`src/rtl/core/sequence_composition_counter_defines.svh`:
```
`ifndef SEQUENCE_COMPOSITION_COUNTER_DEFINES_SVH
`define SEQUENCE_COMPOSITION_COUNTER_DEFINES_SVH

// condition a implies condition c on the same edge
`define SCC_ASSERT_NOW(label, clk, rst_n, a, c) \
	label: assert property (@(posedge clk) disable iff (!rst_n) (a) |-> (c)) \
		else $error("scc check failed");

// condition a implies condition c on the next edge
`define SCC_ASSERT_NEXT(label, clk, rst_n, a, c) \
	label: assert property (@(posedge clk) disable iff (!rst_n) (a) |=> (c)) \
		else $error("scc check failed");

`endif

```
`src/rtl/core/scc_pkg.sv`:
```
`timescale 1ns / 1ps

package scc_pkg;

	localparam int HIST_ENTRIES = 256;
	localparam int SYM_BITS     = 8;
	localparam int MODE_BITS    = 2;
	localparam int OUT_BITS     = 32;
	localparam int PAIR_ENTRIES = 16;
	localparam int PAIR_BITS    = 4;
	localparam int NUM_BASES    = 4;
	localparam int Q_DEPTH      = 4;
	localparam int Q_PTR_BITS   = 2;
	localparam int RES_DEPTH    = 4;
	localparam int RES_PTR_BITS = 2;

	localparam logic [SYM_BITS-1:0] CHAR_A = 8'h41;
	localparam logic [SYM_BITS-1:0] CHAR_C = 8'h43;
	localparam logic [SYM_BITS-1:0] CHAR_G = 8'h47;
	localparam logic [SYM_BITS-1:0] CHAR_T = 8'h54;
	localparam logic [SYM_BITS-1:0] CHAR_U = 8'h55;
	localparam logic [SYM_BITS-1:0] CHAR_N = 8'h4E;

	typedef enum logic [MODE_BITS-1:0] {
		MODE_CLEAR   = 2'd0,
		MODE_SYMBOL  = 2'd1,
		MODE_RD_HIST = 2'd2,
		MODE_RD_PAIR = 2'd3
	} mode_t;

	typedef enum logic [1:0] {
		BASE_A = 2'd0,
		BASE_C = 2'd1,
		BASE_G = 2'd2,
		BASE_T = 2'd3
	} base_t;

	typedef struct packed {
		logic  hit;
		base_t code;
	} base_class_t;

	// classified operation handed from front to back
	typedef struct packed {
		mode_t                 kind;
		logic [SYM_BITS-1:0]   addr;
		logic                  cnt_hit;
		base_t                 cnt_sel;
		logic                  pair_hit;
		logic [PAIR_BITS-1:0]  pair_sel;
	} op_t;

	typedef struct packed {
		logic valid;
		op_t  op;
	} op_beat_t;

	typedef struct packed {
		logic [OUT_BITS-1:0] entry_count;
		logic [OUT_BITS-1:0] count_a;
		logic [OUT_BITS-1:0] count_c;
		logic [OUT_BITS-1:0] count_g;
		logic [OUT_BITS-1:0] count_t;
		logic [OUT_BITS-1:0] seq_length;
	} result_t;

	// strict dna alphabet, no U
	function automatic base_class_t base_code(input logic [SYM_BITS-1:0] s);
		base_class_t r;
		r.hit  = 1'b1;
		r.code = BASE_A;
		case (s)
			CHAR_A: r.code = BASE_A;
			CHAR_C: r.code = BASE_C;
			CHAR_G: r.code = BASE_G;
			CHAR_T: r.code = BASE_T;
			default: r.hit = 1'b0;
		endcase
		return r;
	endfunction

endpackage

```
`src/rtl/core/scc_op_queue.sv`:
```
`timescale 1ns / 1ps
`include "sequence_composition_counter_defines.svh"

module scc_op_queue
	import scc_pkg::*;
(
	input  logic     clk,
	input  logic     arst_n,
	input  op_beat_t push,
	output logic     full,
	output op_beat_t head,
	input  logic     pop
);

	op_t                   slot_q [Q_DEPTH];
	logic [Q_PTR_BITS-1:0] wr_ptr_q;
	logic [Q_PTR_BITS-1:0] rd_ptr_q;
	logic [Q_PTR_BITS:0]   cnt_q;
	logic                  do_push;
	logic                  do_pop;

	always_comb begin
		full       = (cnt_q == (Q_PTR_BITS+1)'(Q_DEPTH));
		head.valid = (cnt_q != '0);
		head.op    = slot_q[rd_ptr_q];
		do_push    = push.valid && !full;
		do_pop     = pop && head.valid;
	end

	always_ff @(posedge clk or negedge arst_n) begin
		if (!arst_n) begin
			wr_ptr_q <= '0;
			rd_ptr_q <= '0;
			cnt_q    <= '0;
		end else begin
			if (do_push) begin
				wr_ptr_q <= wr_ptr_q + 1'b1;
			end
			if (do_pop) begin
				rd_ptr_q <= rd_ptr_q + 1'b1;
			end
			case ({do_push, do_pop})
				2'b10:   cnt_q <= cnt_q + 1'b1;
				2'b01:   cnt_q <= cnt_q - 1'b1;
				default: cnt_q <= cnt_q;
			endcase
		end
	end

	always_ff @(posedge clk) begin
		if (do_push) begin
			slot_q[wr_ptr_q] <= push.op;
		end
	end

	// the front gates its ready on full, so no beat is ever dropped here
	`SCC_ASSERT_NOW(a_no_push_when_full, clk, arst_n, push.valid, !full)

endmodule

```
`config.mk`:
```
export PLATFORM = sky130hd
export DESIGN_NAME = scc_op_queue
export DESIGN_NICKNAME = d
export VERILOG_FILES = /design/src/rtl/core/scc_pkg.sv /design/src/rtl/core/scc_op_queue.sv
export VERILOG_INCLUDE_DIRS = /design/src /design/src/rtl/core
export SDC_FILE = /design/constraint.sdc
export NUM_CORES = 1
export LEC_CHECK = 0
export ABC_CLOCK_PERIOD_IN_PS = 4800
export BUFFER_PORTS_ARGS = -buffer_cell sky130_fd_sc_hd__buf_2
export CAP_MARGIN = 15
export CORE_MARGIN = 2
export CORE_UTILIZATION = 50
export CTS_BUF_LIST = sky130_fd_sc_hd__clkbuf_4 sky130_fd_sc_hd__clkbuf_8
export CTS_CLUSTER_SIZE = 30
export DETAILED_ROUTE_END_ITERATION = 6
export GPL_TIMING_DRIVEN = 1
export HOLD_SLACK_MARGIN = 0.12
export PLACE_DENSITY = 0.77
export SYNTH_ARGS = -nofsm -noshare
export SYNTH_HDL_FRONTEND = slang
export SYNTH_SLANG_ARGS = --single-unit
```
`constraint.sdc`:
```
create_clock -name clk -period 4.8 [get_ports clk]
set_input_delay 0.48 -clock clk [delete_from_list [all_inputs] [get_ports clk]]
set_output_delay 0.48 -clock clk [all_outputs]
set_load 0.03 [all_outputs]
```
==> impl_results.md <==
* Max-slew violations at 0
* Startpoint types: flip-flop
* P_leak at around 1.3 nW
* Seq/Total Area, Yosys at 0.7631
* Worst IR Drop VDD at 0.3199 mV
* Clock Latency Late Sink at 330 ps
* Vias post-DR at between 1k and 1.5k
* Maximum root-to-sink buffer count at 2
* Htree depth at 3
* Final wirelength at between 4000 and 5000 um
* Die X at a little over 80 um
* Post-synthesis register bit count at between 70 and 80
* Tmin final at between 2000 and 2500 ps
* Highest clock rate at 414.6 MHz
* Routed vias/inst at around 5.4
* Outcome: finished, final reports clean
* MaxCap Viol Count at 0
* GRT Total Usage at 0.1629
* Gpl congestion at 0.6886
* Diode count at 0
* Most frequent cells in the layout: edfxtp_1 (72), buf_2 (41), mux4_2 (14), clkbuf_8 (9), dfrtp_1 (7)
* Unrepaired setup endpoints after global routing: false
* CTS resizes at 0
* Remaining DRCs at 0
* Actual slew at the worst max-slew pin at roughly 800 ps
* DP Wirelength at approximately 3100 um
* Fin nets at ~210
* Drt wl/cell at about 19 um
* Most common cell after layout, fill and taps aside: edfxtp_1
* CP endpoint kind: output port
* Layout cells sized above 1 at 0.4324
* Drt pass-1 iters at 5
* WS Path Type: flip-flop to output port
* Hold_buf cts at 1
* Final Non-Filler Cells at 260
* Synth-to-Final Area Change at 15.77%
* Synthesized area per cell at about 23 um2
* Fin Setup TNS at 0 ps
* Netlist Area Pre-Place at approximately 0.0031 mm2
* Clock tree sinks at 79
* Post-CTS setup buffer count at 0
* Final setup fails at 0
* Slew margin rel. at 0.4608
* CTS clk-pin slew, worst paths at approximately 70 ps
* First-pass GRT wire length at roughly 7500 um
* TritonCTS clock tree: yes
* Total die area at between 0.006 and 0.007 mm2
* Pwr Density at 642.2 mW/mm2
* Gr ovfl total at 0
* Placed cell count at roughly 240
* Number of buffers added on ports at 41
* Die extent in y at between 80 and 90 um
* Largest net degree at the start of global routing at 21
* Post-synth net total at 159
* Hold WC Path Type: input pin to flip-flop
* Antenna Nets Post-Route at 0
* Worst-path maximum fanout at 14
* Num CTS Buffers at 9
* YS warnings at 0
* Endpoints failing hold at 0
* Initial Util at 0.5173
* Core footprint at between 0.005 and 0.006 mm2
* Initial antenna violation count at 0
* Clock root buffer: clkbuf_8
* 1st-iter DRT viols at 74
* Required time of the critical path at 4320 ps
* Final worst path period share at 0.5024
* Vias in the first global route at around 1.5k
* Critical Path AT at 1930 ps
* Synthesized instance count at around 130
* Row count at 28
* Io pins at 42
* WHS at approximately 360 ps
* Synth unique cells at 21
* Clock skew at 3.453 ps
==> cell families after synthesis <==
family                   count (synthesis)  share of synthesized area
flip-flops                              79                     0.7631
multiplexers                            20                     0.1454
buffers and inverters                   10                    0.01879
AND/OR/NAND/NOR                          9                    0.02533
XOR/XNOR                                 6                    0.01716
adder cells (fa/ha/maj)                  6                    0.02696
AO/OA/AOI/OAI                            1                   0.003268
==> worst max-delay path, stage by stage, from the launching register on <==
cell     delay, ps
dfrtp_1        640
buf_16         220
mux4_1         540
buf_2          190
==> layer usage <==
metal,part of all wire,GRT usage,wire length (um)
met4,0.016,0.09500,78
met3,0.032,0.03587,157
met1,0.40,0.1859,1970
met2,0.55,0.2815,2708
met5,0,0,0
==> sequential cells by signal (all words and copies together), names as in the netlist <==
name	cells
wr_ptr_q	2
rd_ptr_q	2
slot_q	72
cnt_q	3
==> cell usage after synthesis <==
master / n / share of area
mux2i_1: 1 / 0.0033
nor2_1: 1 / 0.0012
nor3b_4: 1 / 0.0061
nor2b_4: 1 / 0.0045
fa_1: 1 / 0.0065
and2_2: 4 / 0.0098
edfxtp_1: 72 / 0.71
mux4_2: 14 / 0.10
dfrtp_1: 7 / 0.057
buf_6: 2 / 0.0074
nand2_1: 1 / 0.0012
or3_2: 1 / 0.0025
buf_4: 1 / 0.0025
mux2_4: 1 / 0.0049
mux4_1: 4 / 0.034
ha_1: 5 / 0.020
xnor2_1: 3 / 0.0086
inv_1: 6 / 0.0074
xor2_1: 3 / 0.0086
buf_2: 1 / 0.0016
o31a_2: 1 / 0.0033
==> report_power, final <==
group | switching [mW] | internal [mW] | leakage, nW | total, mW
Clock | 0.213 | 0.239 | 0.0991 | 0.453
Combinational | 0.467 | 0.334 | 0.455 | 0.801
Sequential | 0.104 | 0.919 | 0.741 | 1.02
==> per-stage QoR <==
step                      instance area (um2)    util  setup slack, ps  total power, mW
after global routing                     3546  0.5989             2257            2.393
after CTS                                3518  0.5943             1954            2.276
after detailed placement                 3327  0.5619             2331            1.822
final                                    3546  0.5989             2388            2.277
after global placement                   3327  0.5619             2316            1.783
after floorplan                          3063       -             2722            1.628
==> worst paths after layout <==
path | start | end | slack, ps | depth (start not counted)
worst max-delay path | rd_ptr_q[0] | head[11] | 2390 | 3
worst min-delay path | push[14] | slot_q[3][14] | 360 | 1
worst max register to register | cnt_q[0] | cnt_q[2] | 2770 | 9
worst min register to register | cnt_q[2] | cnt_q[2] | 530 | 1
max in group asynchronous | arst_n | rd_ptr_q[1] | 4130 | 2
min in group asynchronous | arst_n | cnt_q[0] | 510 | 2
==> layout make-up <==
class                           count  area, um2
Inverter                            6      22.52
Clock buffer                       10      131.4
Sequential cell                    79       2337
Fill cell                         421       2375
Clock inverter                      5      50.05
Multi-Input combinational cell     42      668.1
Timing Repair Buffer               43      242.7
Tap cell                           75      93.84
Power figures use the tool's default switching activity.
